### src/skf_pkg.sv
`timescale 1ns / 1ps
// ----------------------------------------------------------------------------
// skf_pkg: shared types and constants of the scalar Kalman filter
// Payload structs, register indexes, fixed-point widths and reset values.
// ----------------------------------------------------------------------------
package skf_pkg;

    localparam int VAL_W    = 32;             // Q16.16 values
    localparam int GAIN_BITS = 16;            // gain fraction bits
    localparam int GAIN_W   = GAIN_BITS + 1;  // gain 0..1.0 inclusive
    localparam int MAG_W    = VAL_W + 1;      // |sample - estimate|, below 2^32
    localparam int REM_W    = VAL_W + 2;      // divider partial remainder
    localparam int CFG_IDX_W = 2;

    localparam logic [GAIN_W-1:0] GAIN_ONE = GAIN_W'(1) << GAIN_BITS;

    localparam logic [VAL_W-1:0] RST_PROCESS_NOISE      = VAL_W'(6554);
    localparam logic [VAL_W-1:0] RST_MEASURE_NOISE      = VAL_W'(6554);
    localparam logic [VAL_W-1:0] RST_INITIAL_ESTIMATE   = VAL_W'(0);
    localparam logic [VAL_W-1:0] RST_INITIAL_COVARIANCE = VAL_W'(6554);

    typedef enum logic [CFG_IDX_W-1:0] {
        REG_PROCESS_NOISE      = 2'd0,
        REG_MEASURE_NOISE      = 2'd1,
        REG_INITIAL_ESTIMATE   = 2'd2,
        REG_INITIAL_COVARIANCE = 2'd3
    } cfg_idx_t;

    typedef struct packed {
        logic signed [VAL_W-1:0] sample_value;
        logic                    run_last;
    } in_t;

    typedef struct packed {
        logic signed [VAL_W-1:0] filtered_value;
        logic [GAIN_W-1:0]       gain_value;
        logic                    math_error;
        logic                    run_end;
    } out_t;

endpackage

### src/skf_div.sv
`timescale 1ns / 1ps
// ----------------------------------------------------------------------------
// skf_div: radix-2 gain divider
// Restoring division (num << 16) / den, one quotient bit per cycle.
// Requires num <= den, so the quotient fits in 17 bits.
// ----------------------------------------------------------------------------
module skf_div (
    input  logic                         clk,
    input  logic                         rst_n,
    input  logic                         start,
    input  logic [skf_pkg::VAL_W-1:0]    num,
    input  logic [skf_pkg::VAL_W:0]      den,
    output logic                         done,
    output logic [skf_pkg::GAIN_W-1:0]   quot
);
    import skf_pkg::*;

    localparam int CNT_W = $clog2(GAIN_W);
    localparam logic [CNT_W-1:0] LAST_STEP = CNT_W'(GAIN_W - 1);

    logic [REM_W-1:0]  rem_reg, rem_next;
    logic [VAL_W:0]    den_reg;
    logic [GAIN_W-1:0] quot_reg, quot_next;
    logic [CNT_W-1:0]  cnt_reg;
    logic              busy_reg;
    logic              done_reg;
    logic              ge;
    logic [REM_W-1:0]  rem_sub;
    logic [REM_W-1:0]  rem_keep;

    always_comb
    begin
        ge        = rem_reg >= {1'b0, den_reg};
        rem_sub   = rem_reg - {1'b0, den_reg};
        rem_keep  = ge ? rem_sub : rem_reg;
        rem_next  = {rem_keep[REM_W-2:0], 1'b0};
        quot_next = {quot_reg[GAIN_W-2:0], ge};
    end

    always_ff @(posedge clk or negedge rst_n)
    begin
        if (!rst_n)
        begin
            busy_reg <= 1'b0;
            done_reg <= 1'b0;
            cnt_reg  <= '0;
        end
        else
        begin
            done_reg <= 1'b0;
            if (start)
            begin
                busy_reg <= 1'b1;
                cnt_reg  <= '0;
            end
            else if (busy_reg)
            begin
                cnt_reg <= cnt_reg + CNT_W'(1);
                if (cnt_reg == LAST_STEP)
                begin
                    busy_reg <= 1'b0;
                    done_reg <= 1'b1;
                end
            end
        end
    end

    always_ff @(posedge clk)
    begin
        if (start)
        begin
            rem_reg  <= REM_W'(num);
            den_reg  <= den;
            quot_reg <= '0;
        end
        else if (busy_reg)
        begin
            rem_reg  <= rem_next;
            quot_reg <= quot_next;
        end
    end

    assign done = done_reg;
    assign quot = quot_reg;

endmodule

### src/skf_mul.sv
`timescale 1ns / 1ps
// ----------------------------------------------------------------------------
// skf_mul: serial gain multiplier
// Shift-add over the 17 gain bits, LSB first; returns (mcand * mplier) >> 16.
// ----------------------------------------------------------------------------
module skf_mul (
    input  logic                         clk,
    input  logic                         rst_n,
    input  logic                         start,
    input  logic [skf_pkg::MAG_W-1:0]    mcand,
    input  logic [skf_pkg::GAIN_W-1:0]   mplier,
    output logic                         done,
    output logic [skf_pkg::MAG_W-1:0]   prod
);
    import skf_pkg::*;

    localparam int CNT_W = $clog2(GAIN_W);
    localparam logic [CNT_W-1:0] LAST_STEP = CNT_W'(GAIN_W - 1);

    logic [MAG_W-1:0]  mc_reg;
    logic [GAIN_W-1:0] mp_reg;
    logic [MAG_W-1:0]  acc_reg;
    logic              lsb_reg;
    logic [CNT_W-1:0]  cnt_reg;
    logic              busy_reg;
    logic              done_reg;
    logic [MAG_W:0]    sum;

    // product bits shift out at the bottom; the last one out is bit 16
    assign sum = {1'b0, acc_reg} + (mp_reg[0] ? {1'b0, mc_reg} : '0);

    always_ff @(posedge clk or negedge rst_n)
    begin
        if (!rst_n)
        begin
            busy_reg <= 1'b0;
            done_reg <= 1'b0;
            cnt_reg  <= '0;
        end
        else
        begin
            done_reg <= 1'b0;
            if (start)
            begin
                busy_reg <= 1'b1;
                cnt_reg  <= '0;
            end
            else if (busy_reg)
            begin
                cnt_reg <= cnt_reg + CNT_W'(1);
                if (cnt_reg == LAST_STEP)
                begin
                    busy_reg <= 1'b0;
                    done_reg <= 1'b1;
                end
            end
        end
    end

    always_ff @(posedge clk)
    begin
        if (start)
        begin
            mc_reg  <= mcand;
            mp_reg  <= mplier;
            acc_reg <= '0;
            lsb_reg <= 1'b0;
        end
        else if (busy_reg)
        begin
            mp_reg  <= mp_reg >> 1;
            acc_reg <= sum[MAG_W:1];
            lsb_reg <= sum[0];
        end
    end

    assign done = done_reg;
    assign prod = {acc_reg[MAG_W-2:0], lsb_reg};

endmodule

### src/scalar_kalman_filter.sv
`timescale 1ns / 1ps
// ----------------------------------------------------------------------------
// scalar_kalman_filter: one-dimensional Kalman filter, fixed point
// One sample in flight: a new sample is taken only once the previous result has
//   gone through the 17-step radix-2 gain divider and the two 17-step serial
//   multipliers, which run together, and is in the output register.
// A new sample is accepted while a finished result waits in the output register.
// Reset: async active low; control/config/filter state load documented defaults.
// ----------------------------------------------------------------------------
module scalar_kalman_filter (
    input  logic                              clk,
    input  logic                              rst_n,
    // sample channel
    input  logic                              in_valid,
    output logic                              in_ready,
    input  skf_pkg::in_t                      in_data,
    // result channel
    output logic                              out_valid,
    input  logic                              out_ready,
    output skf_pkg::out_t                     out_data,
    // configuration write port
    input  logic                              cfg_wr_en,
    input  logic [skf_pkg::CFG_IDX_W-1:0]     cfg_index,
    input  logic [skf_pkg::VAL_W-1:0]         cfg_data
);
    import skf_pkg::*;

    // One-hot sequencer: prepare, divide, multiply, update, deliver
    typedef enum logic [5:0] {
        S_IDLE = 6'b000001,
        S_PREP = 6'b000010,
        S_DIV  = 6'b000100,
        S_MUL  = 6'b001000,
        S_UPD  = 6'b010000,
        S_OUT  = 6'b100000
    } state_t;

    state_t state_reg, state_next;

    // configuration registers
    logic [VAL_W-1:0]        q_reg;
    logic [VAL_W-1:0]        r_reg;

    // filter state
    logic signed [VAL_W-1:0] est_reg;
    logic [VAL_W-1:0]        cov_reg;

    // per-transaction working registers
    logic signed [VAL_W-1:0] sample_reg;
    logic                    last_reg;
    logic [VAL_W-1:0]        p1_reg;      // predicted covariance, saturated
    logic                    err_reg;
    logic [VAL_W:0]          den_reg;
    logic                    den_zero_reg;
    logic [MAG_W-1:0]        mag_reg;
    logic                    neg_reg;
    logic [GAIN_W-1:0]       gain_reg;
    logic                    div_start_reg;
    logic                    mul_start_reg;
    logic signed [VAL_W-1:0] x_new_reg;

    // output register
    logic                    out_valid_reg;
    out_t                    out_data_reg;

    // datapath
    logic [VAL_W:0]          p1_sum;
    logic [VAL_W:0]          den_sum;
    logic signed [VAL_W:0]   diff;
    logic                    div_done;
    logic [GAIN_W-1:0]       div_quot;
    logic                    mul_x_done;
    logic                    mul_p_done;
    logic [MAG_W-1:0]        step_mag;
    logic [MAG_W-1:0]        cov_prod;
    logic [GAIN_W-1:0]       one_minus_gain;
    logic signed [VAL_W+1:0] x_sum;
    logic                    in_xact;
    logic                    out_free;

    assign in_xact  = in_valid && in_ready;
    assign out_free = !out_valid_reg || out_ready;

    // prediction: P + q, saturating to 32 bits
    assign p1_sum  = {1'b0, cov_reg} + {1'b0, q_reg};
    // denominator r + P' (33 bits, no overflow)
    assign den_sum = {1'b0, r_reg} + {1'b0, p1_reg};
    // innovation, sign and magnitude for the serial multiply
    assign diff    = {sample_reg[VAL_W-1], sample_reg} - {est_reg[VAL_W-1], est_reg};

    assign one_minus_gain = GAIN_ONE - gain_reg;

    // estimate moves toward the sample by the truncated step
    assign x_sum = neg_reg ? ({{2{est_reg[VAL_W-1]}}, est_reg} - {1'b0, step_mag})
                           : ({{2{est_reg[VAL_W-1]}}, est_reg} + {1'b0, step_mag});

    skf_div u_div (
        .clk   (clk),
        .rst_n (rst_n),
        .start (div_start_reg),
        .num   (p1_reg),
        .den   (den_reg),
        .done  (div_done),
        .quot  (div_quot)
    );

    // gain * |innovation| >> 16
    skf_mul u_mul_x (
        .clk    (clk),
        .rst_n  (rst_n),
        .start  (mul_start_reg),
        .mcand  (mag_reg),
        .mplier (gain_reg),
        .done   (mul_x_done),
        .prod   (step_mag)
    );

    // P' * (1 - gain) >> 16
    skf_mul u_mul_p (
        .clk    (clk),
        .rst_n  (rst_n),
        .start  (mul_start_reg),
        .mcand  ({1'b0, p1_reg}),
        .mplier (one_minus_gain),
        .done   (mul_p_done),
        .prod   (cov_prod)
    );

    // sequencer
    always_comb
    begin
        state_next = state_reg;
        case (state_reg)
            S_IDLE: if (in_xact) state_next = S_PREP;
            S_PREP: state_next = S_DIV;
            S_DIV:  if (div_done) state_next = S_MUL;
            S_MUL:  if (mul_x_done) state_next = S_UPD;
            S_UPD:  state_next = S_OUT;
            S_OUT:  if (out_free) state_next = S_IDLE;
            default: state_next = S_IDLE;
        endcase
    end

    assign in_ready = (state_reg == S_IDLE);

    // control and state registers
    always_ff @(posedge clk or negedge rst_n)
    begin
        if (!rst_n)
        begin
            state_reg     <= S_IDLE;
            q_reg         <= RST_PROCESS_NOISE;
            r_reg         <= RST_MEASURE_NOISE;
            est_reg       <= RST_INITIAL_ESTIMATE;
            cov_reg       <= RST_INITIAL_COVARIANCE;
            div_start_reg <= 1'b0;
            mul_start_reg <= 1'b0;
            out_valid_reg <= 1'b0;
        end
        else
        begin
            state_reg     <= state_next;
            div_start_reg <= (state_reg == S_PREP);
            mul_start_reg <= (state_reg == S_DIV) && div_done;

            // user writes config only while idle, unenforced; est/cov reload
            if (cfg_wr_en)
            begin
                case (cfg_idx_t'(cfg_index))
                    REG_PROCESS_NOISE:      q_reg   <= cfg_data;
                    REG_MEASURE_NOISE:      r_reg   <= cfg_data;
                    REG_INITIAL_ESTIMATE:   est_reg <= cfg_data;
                    REG_INITIAL_COVARIANCE: cov_reg <= cfg_data;
                    default: ;
                endcase
            end

            if (state_reg == S_UPD)
            begin
                est_reg <= x_sum[VAL_W-1:0];
                cov_reg <= cov_prod[VAL_W-1:0];
            end

            if (state_reg == S_OUT && out_free)
                out_valid_reg <= 1'b1;
            else if (out_ready)
                out_valid_reg <= 1'b0;
        end
    end

    // payload registers
    always_ff @(posedge clk)
    begin
        if (in_xact)
        begin
            sample_reg <= in_data.sample_value;
            last_reg   <= in_data.run_last;
            p1_reg     <= p1_sum[VAL_W] ? '1 : p1_sum[VAL_W-1:0];
            err_reg    <= p1_sum[VAL_W];
        end

        if (state_reg == S_PREP)
        begin
            den_reg      <= den_sum;
            den_zero_reg <= (den_sum == '0);
            neg_reg      <= diff[VAL_W];
            mag_reg      <= diff[VAL_W] ? MAG_W'(-diff) : MAG_W'(diff);
        end

        if (state_reg == S_DIV && div_done)
        begin
            // zero denominator: gain 0, state carries through unchanged
            gain_reg <= den_zero_reg ? '0 : div_quot;
            err_reg  <= err_reg || den_zero_reg;
        end

        if (state_reg == S_UPD)
            x_new_reg <= x_sum[VAL_W-1:0];

        if (state_reg == S_OUT && out_free)
        begin
            out_data_reg.filtered_value <= x_new_reg;
            out_data_reg.gain_value     <= gain_reg;
            out_data_reg.math_error     <= err_reg;
            out_data_reg.run_end        <= last_reg;
        end
    end

    assign out_valid = out_valid_reg;
    assign out_data  = out_data_reg;

    // ------------------------------------------------------------------------
    // assertions
    // ------------------------------------------------------------------------
    a_gain_max: assert property (@(posedge clk) disable iff (!rst_n)
        (state_reg == S_MUL) |-> (gain_reg <= GAIN_ONE))
        else $error("gain above 1.0");

    a_cov_shrinks: assert property (@(posedge clk) disable iff (!rst_n)
        (state_reg == S_UPD) |=> (cov_reg <= $past(p1_reg)))
        else $error("covariance grew in update");

    a_den_zero: assert property (@(posedge clk) disable iff (!rst_n)
        (state_reg == S_MUL && den_zero_reg) |-> (gain_reg == '0 && err_reg))
        else $error("zero denominator not flagged");

    a_div_in_state: assert property (@(posedge clk) disable iff (!rst_n)
        div_done |-> (state_reg == S_DIV))
        else $error("divider finished outside divide phase");

    a_muls_aligned: assert property (@(posedge clk) disable iff (!rst_n)
        mul_x_done == mul_p_done)
        else $error("multipliers out of step");

endmodule
### config.mk
export PLATFORM = sky130hd
export DESIGN_NAME = scalar_kalman_filter
export DESIGN_NICKNAME = d
export VERILOG_FILES = /design/src/skf_pkg.sv /design/src/skf_div.sv /design/src/skf_mul.sv /design/src/scalar_kalman_filter.sv
export SDC_FILE = /design/constraint.sdc
export NUM_CORES = 1
export LEC_CHECK = 0
export BUFFER_PORTS_ARGS = -buffer_cell sky130_fd_sc_hd__buf_2
export CORE_MARGIN = 3
export CORE_UTILIZATION = 59
export CTS_BUF_LIST = sky130_fd_sc_hd__clkbuf_8
export CTS_CLUSTER_DIAMETER = 150
export DETAILED_ROUTE_END_ITERATION = 8
export PLACE_DENSITY = 0.87
export SYNTH_ARGS = -nofsm -noshare
export SYNTH_HDL_FRONTEND = slang
export SYNTH_HIERARCHICAL = 1
export SYNTH_SLANG_ARGS = --single-unit
export TNS_END_PERCENT = 30
### constraint.sdc
create_clock -name clk -period 5.4 [get_ports clk]
set_clock_uncertainty 0.15 [all_clocks]
set_input_delay 0.54 -clock clk [delete_from_list [all_inputs] [get_ports clk]]
set_output_delay 0.54 -clock clk [all_outputs]
set_load 0.02 [all_outputs]
### After elaboration in Yosys (flattened, before gate mapping)

Cells that the tools add are included.

* equality and inequality tests: 16
* multiplexer cells: 47
* reduce and logical (&&, ||, !) cells: 21
* $lt $le $gt $ge: 1
* add/sub/neg operators: 13

Operators with widths (number)
* $mux 32: 11
* $mux 17: 4
* $add 32x32->33: 2
* $mux 33: 2
* $pmux 6 s6: 1
* $add 33x33->34: 1
* $add 33x34->34: 1
* $ge 34x33->1: 1
* $logic_not 33->1: 1
* $neg 33->33: 1
* $sub 32x32->33: 1
* $sub 33x33->33: 1
* $add 32x32->32: 1
* $sub 32x32->32: 1
* $mux 5: 6
* $mux 6: 4
* $mux 1: 19
* $sub 17x17->17 const A: 1
* $reduce_bool 2->1: 8
* $add 5x1->5 const B: 3
* $eq 5x5->1 const B: 3
* $reduce_and 2->1: 4
* $eq 6x1->1 const B: 1
* $eq 6x2->1 const B: 1
* 13 further kinds: 19

* output and inout port bits: 53
* input port bits: 72
* logic and storage cells: 141
* register bits: 642

### Longest topological paths before layout

* word-level depth: 4
* mapped depth: 20
* depth with buffers taken out: 19

### Hierarchy

The synthesis kept the hierarchy.

By module, submodules not included
* scalar_kalman_filter: seq. area each 10482.6 µm², area an instance 21521.9 µm², instances 1, cells each 1997
* skf_mul: seq. area each 2357.3 µm², area an instance 5470.2 µm², instances 2, cells each 561
* skf_div: seq. area each 2507.4 µm², area an instance 5684.2 µm², instances 1, cells each 598

### Worst setup path after synthesis

Ideal clock, no wire load.

* path kind: register to register
* start point: register u_mul_x.acc_reg[4]
* end point: register x_new_reg[31] (data pin)
* data arrival time: 3600 ps
* clock period less this slack: 4004 ps
* path buffers: 1
* stages on the path, launching flop included: 19
* setup slack: 1396 ps
* required time: 4995 ps
* path through: dfxtp_1 buf_4 or3_1 or3_1 or2_2 nor2_1 nor2_1 xnor2_1 ha_1 and3_1 nand3_1 nor3_1 inv_1 a211oi_1 o31ai_1 a211oi_1 a31o_2 a21o_1 nand2_1

* cells in the longest elaborated chain, start to end: 2

RTL lines
* from (decl): RTL line skf_mul.sv:22 `logic [MAG_W-1:0] acc_reg;`
* from (signal assigned): RTL line skf_mul.sv:72 `acc_reg <= sum[MAG_W:1];`
* $add 32x32->32 or $sub 32x32->32 (tied branches): RTL line scalar_kalman_filter.sv:95, scalar_kalman_filter.sv:94
* $mux 32 (*): RTL line scalar_kalman_filter.sv:94 `assign x_sum = neg_reg ? ({{2{est_reg[VAL_W-1]}}, est_reg} - {1'b0, step_mag})`
* net x_sum[31]: RTL line scalar_kalman_filter.sv:77 `logic signed [VAL_W+1:0] x_sum;`
* to (signal assigned): RTL line scalar_kalman_filter.sv:218 `x_new_reg <= x_sum[VAL_W-1:0];`
* to (decl): RTL line scalar_kalman_filter.sv:60 `logic signed [VAL_W-1:0] x_new_reg;`

Mark *: on every way through the listed nets, which the timed path passes. The rest lies on a longest branch.
A chain may end at the register's enable or synchronous reset.

### Worst setup path in the final report

* start point: register u_mul_x.acc_reg[1]
* end point: register x_new_reg[24] (data pin)

Same word-level chain as after synthesis.

==> flow_metrics.tcl <==
set metrics [dict create \
    die_area_sq_um 67700 \
    intPower_uw 15600 \
    viasPerCell 6.25 \
    cts-resized-gates 0 \
    cts_inserted_buffers 106 \
    worstPathRequired_ns 5.72 \
    synthCells 3713 \
    power.switching_uw 12000 \
    drtAntennaViolNets 0 \
    vias 29731 \
    h-tree-depth 3 \
    final_area_sq_um 41800 \
    p_comb_share_pct 53.7 \
    areaGrowthSynthToFinish_pct 9.73 \
    coreArea_sq_um 63400 \
    end_kind "flip-flop" \
    worstSetupPathType "reg2reg" \
    clk_path_buf_depth 3 \
    ios 125 \
    reg2reg_depth 14 \
    slew_headroom_pct 17.5 \
    whs_path_depth 2 \
    wl_per_cell_microns 20.7 \
    rows 92 \
    p_leak_uw 0.0173 \
    finalSetupViolCount 0 \
    gp_congestion 0.954 \
    dpl_cell_area_sq_um 39000 \
    fin_cells 4760 \
    hp-class "in2reg" \
    crit_start "u_mul_x/acc_reg[1]" \
    synthesis.nets 4027 \
    grt_util_all_layers_pct 28.9 \
    report.final.slew_viol_count 0 \
    die_y_microns 260 \
    clock_latency_ns 0.76 \
    irDropWorstVdd_mv 0.593 \
    cts_tree "built" \
    netlist_area_sq_um 38100 \
    grt_pass1_wl_microns 155000 \
    reg2reg_slack_ns 0.52 \
    dp_cells 4505 \
    critPathArrivalTime_ns 5.20 \
    wl_microns 98300 \
    drc 0 \
    yosysWarnings 6 \
    cts_num_sinks 643 \
    reg2reg_from "u_mul_x/acc_reg[1]" \
    start_kind "flip-flop" \
    overflow 0 \
    worstHoldStart "cfg_data[21]" \
    final_layout_size_suffix_gt1_share_pct 12.7 \
    hold_violations 0 \
    status "completed" \
    tns_ns 0 \
    die_w_microns 260 \
    grt_max_degree 96 \
    fillers 4670 \
    avgSynthCellArea_sq_um 10.3 \
    start_util_pct 60.1 \
    worstMarginPinSlew_ns 1.24 \
    cts_root_buf "clkbuf_8" \
    switching_share_pct 43.5 \
    power_density_nw_per_um2 660 \
    clk_pin_slew_ns 0.07 \
    largest_register_ffs 51 \
    postCtsSetupBuffers 0 \
    r2r_end "x_new_reg[24]" \
    worstHoldEndpoint "r_reg[21]" \
    port_buffers 124 \
    drt_first_iter_violations 3233 \
    antenna_found_initial 5 \
    seqPwrFrac_pct 29.2 \
    period_minus_slack_ns 4.88 \
    clockPowerShare_pct 17.0 \
    drv_cap 0 \
    rsz0062_at_grt "false" \
    dp_hpwl_microns 70100 \
    dr.pass1.iters 6 \
    finalCritPeriodShare_pct 90.3 \
    nets 4130 \
    fmax_ghz 0.205 \
    first_global_vias 28457 \
    crit_fanout 6 \
]
[per-layer routing]
metal  vias up  wire length (microns)  share of wire [%]  global-route usage, %
li1      13815                      -                  -                      -
met1     14217                  41100                 42                   39.9
met2      1431                  43600                 44                   44.1
met3       268                   8910                9.1                   5.76
met4         0                   4680                4.8                   13.1
met5         -                      0                  0                      0
[layout by cell type, fill, tap and decap left out, types with 63 or more instances in the layout]
cell,instances
a21o_1,101
a21oi_1,244
and2_1,87
buf_2,123
clkbuf_8,124
dfrtp_1,133
dfxtp_1,87
edfxtp_1,399
ha_1,235
inv_1,182
mux2_2,103
mux2i_1,114
nand2_1,321
nand3_1,63
nor2_1,262
nor3_1,69
o21ai_0,225
xnor2_1,144
xor2_1,98
[stage by stage]
step,hold slack [ns],worst slack [ns],power (uW),util (%)
after floorplan,0.0944,1.40,19100,-
after global placement,0.251,0.963,22000,61.4
after detailed placement,0.255,0.769,22400,61.4
after CTS,0.00550,0.653,27300,65.9
after global routing,0.00398,0.266,29400,65.9
final,0.0349,0.521,27600,65.9
[power by group through the flow]
stage	Clock (uW)	Combinational [uW]	Sequential (uW)
4_1_cts	4740	14500	8060
6_report	4700	14800	8070
3_3_place_gp	0	13900	8090
2_1_floorplan	0	11300	7780
3_5_place_dp	0	14200	8140
5_1_grt	4970	16300	8180
[what timing repair did]
item | in CTS | in global routing
hold buffers | 49 | 0
hold endpoints to repair | 108 | 0
endpoints found under the setup margin | 0 | 0
[how the worst max path moves through the flow]
stage                    endpoint  depth (start not counted)  slack (ns)
floorplan           x_new_reg[31]                         18        1.40
global placement    x_new_reg[31]                         16        0.96
detailed placement  x_new_reg[24]                         14        0.77
CTS                 x_new_reg[24]                         14        0.65
global route        x_new_reg[31]                         16        0.27
finish              x_new_reg[24]                         14        0.52
[final cells by class]
type	count	area (sq um)	area share, %
Timing Repair Buffer	198	1320	3.15
Antenna cell	4	10.0	0.0239
Sequential cell	643	17700	42.3
Multi-Input combinational cell	2716	18800	45.0
Tap cell	846	1060	2.53
Clock inverter	78	641	1.53
Clock buffer	124	1710	4.08
Inverter	151	569	1.36
[critical path: stages, from the launching register on]
cell and delay (ns):
dfxtp_1 0.36, nor3_1 0.42, nor3b_1 0.69, nor2_1 0.11, xnor2_1 0.16, ha_1 0.34, a2111oi_0 0.55, o21a_1 0.24
o32ai_1 0.15, o21ai_0 0.34, a31o_2 0.25, o211ai_1 0.20, or2_2 0.35, a21oi_1 0.18, xnor2_1 0.08
No activity file was read; power rests on OpenSTA's default activity.
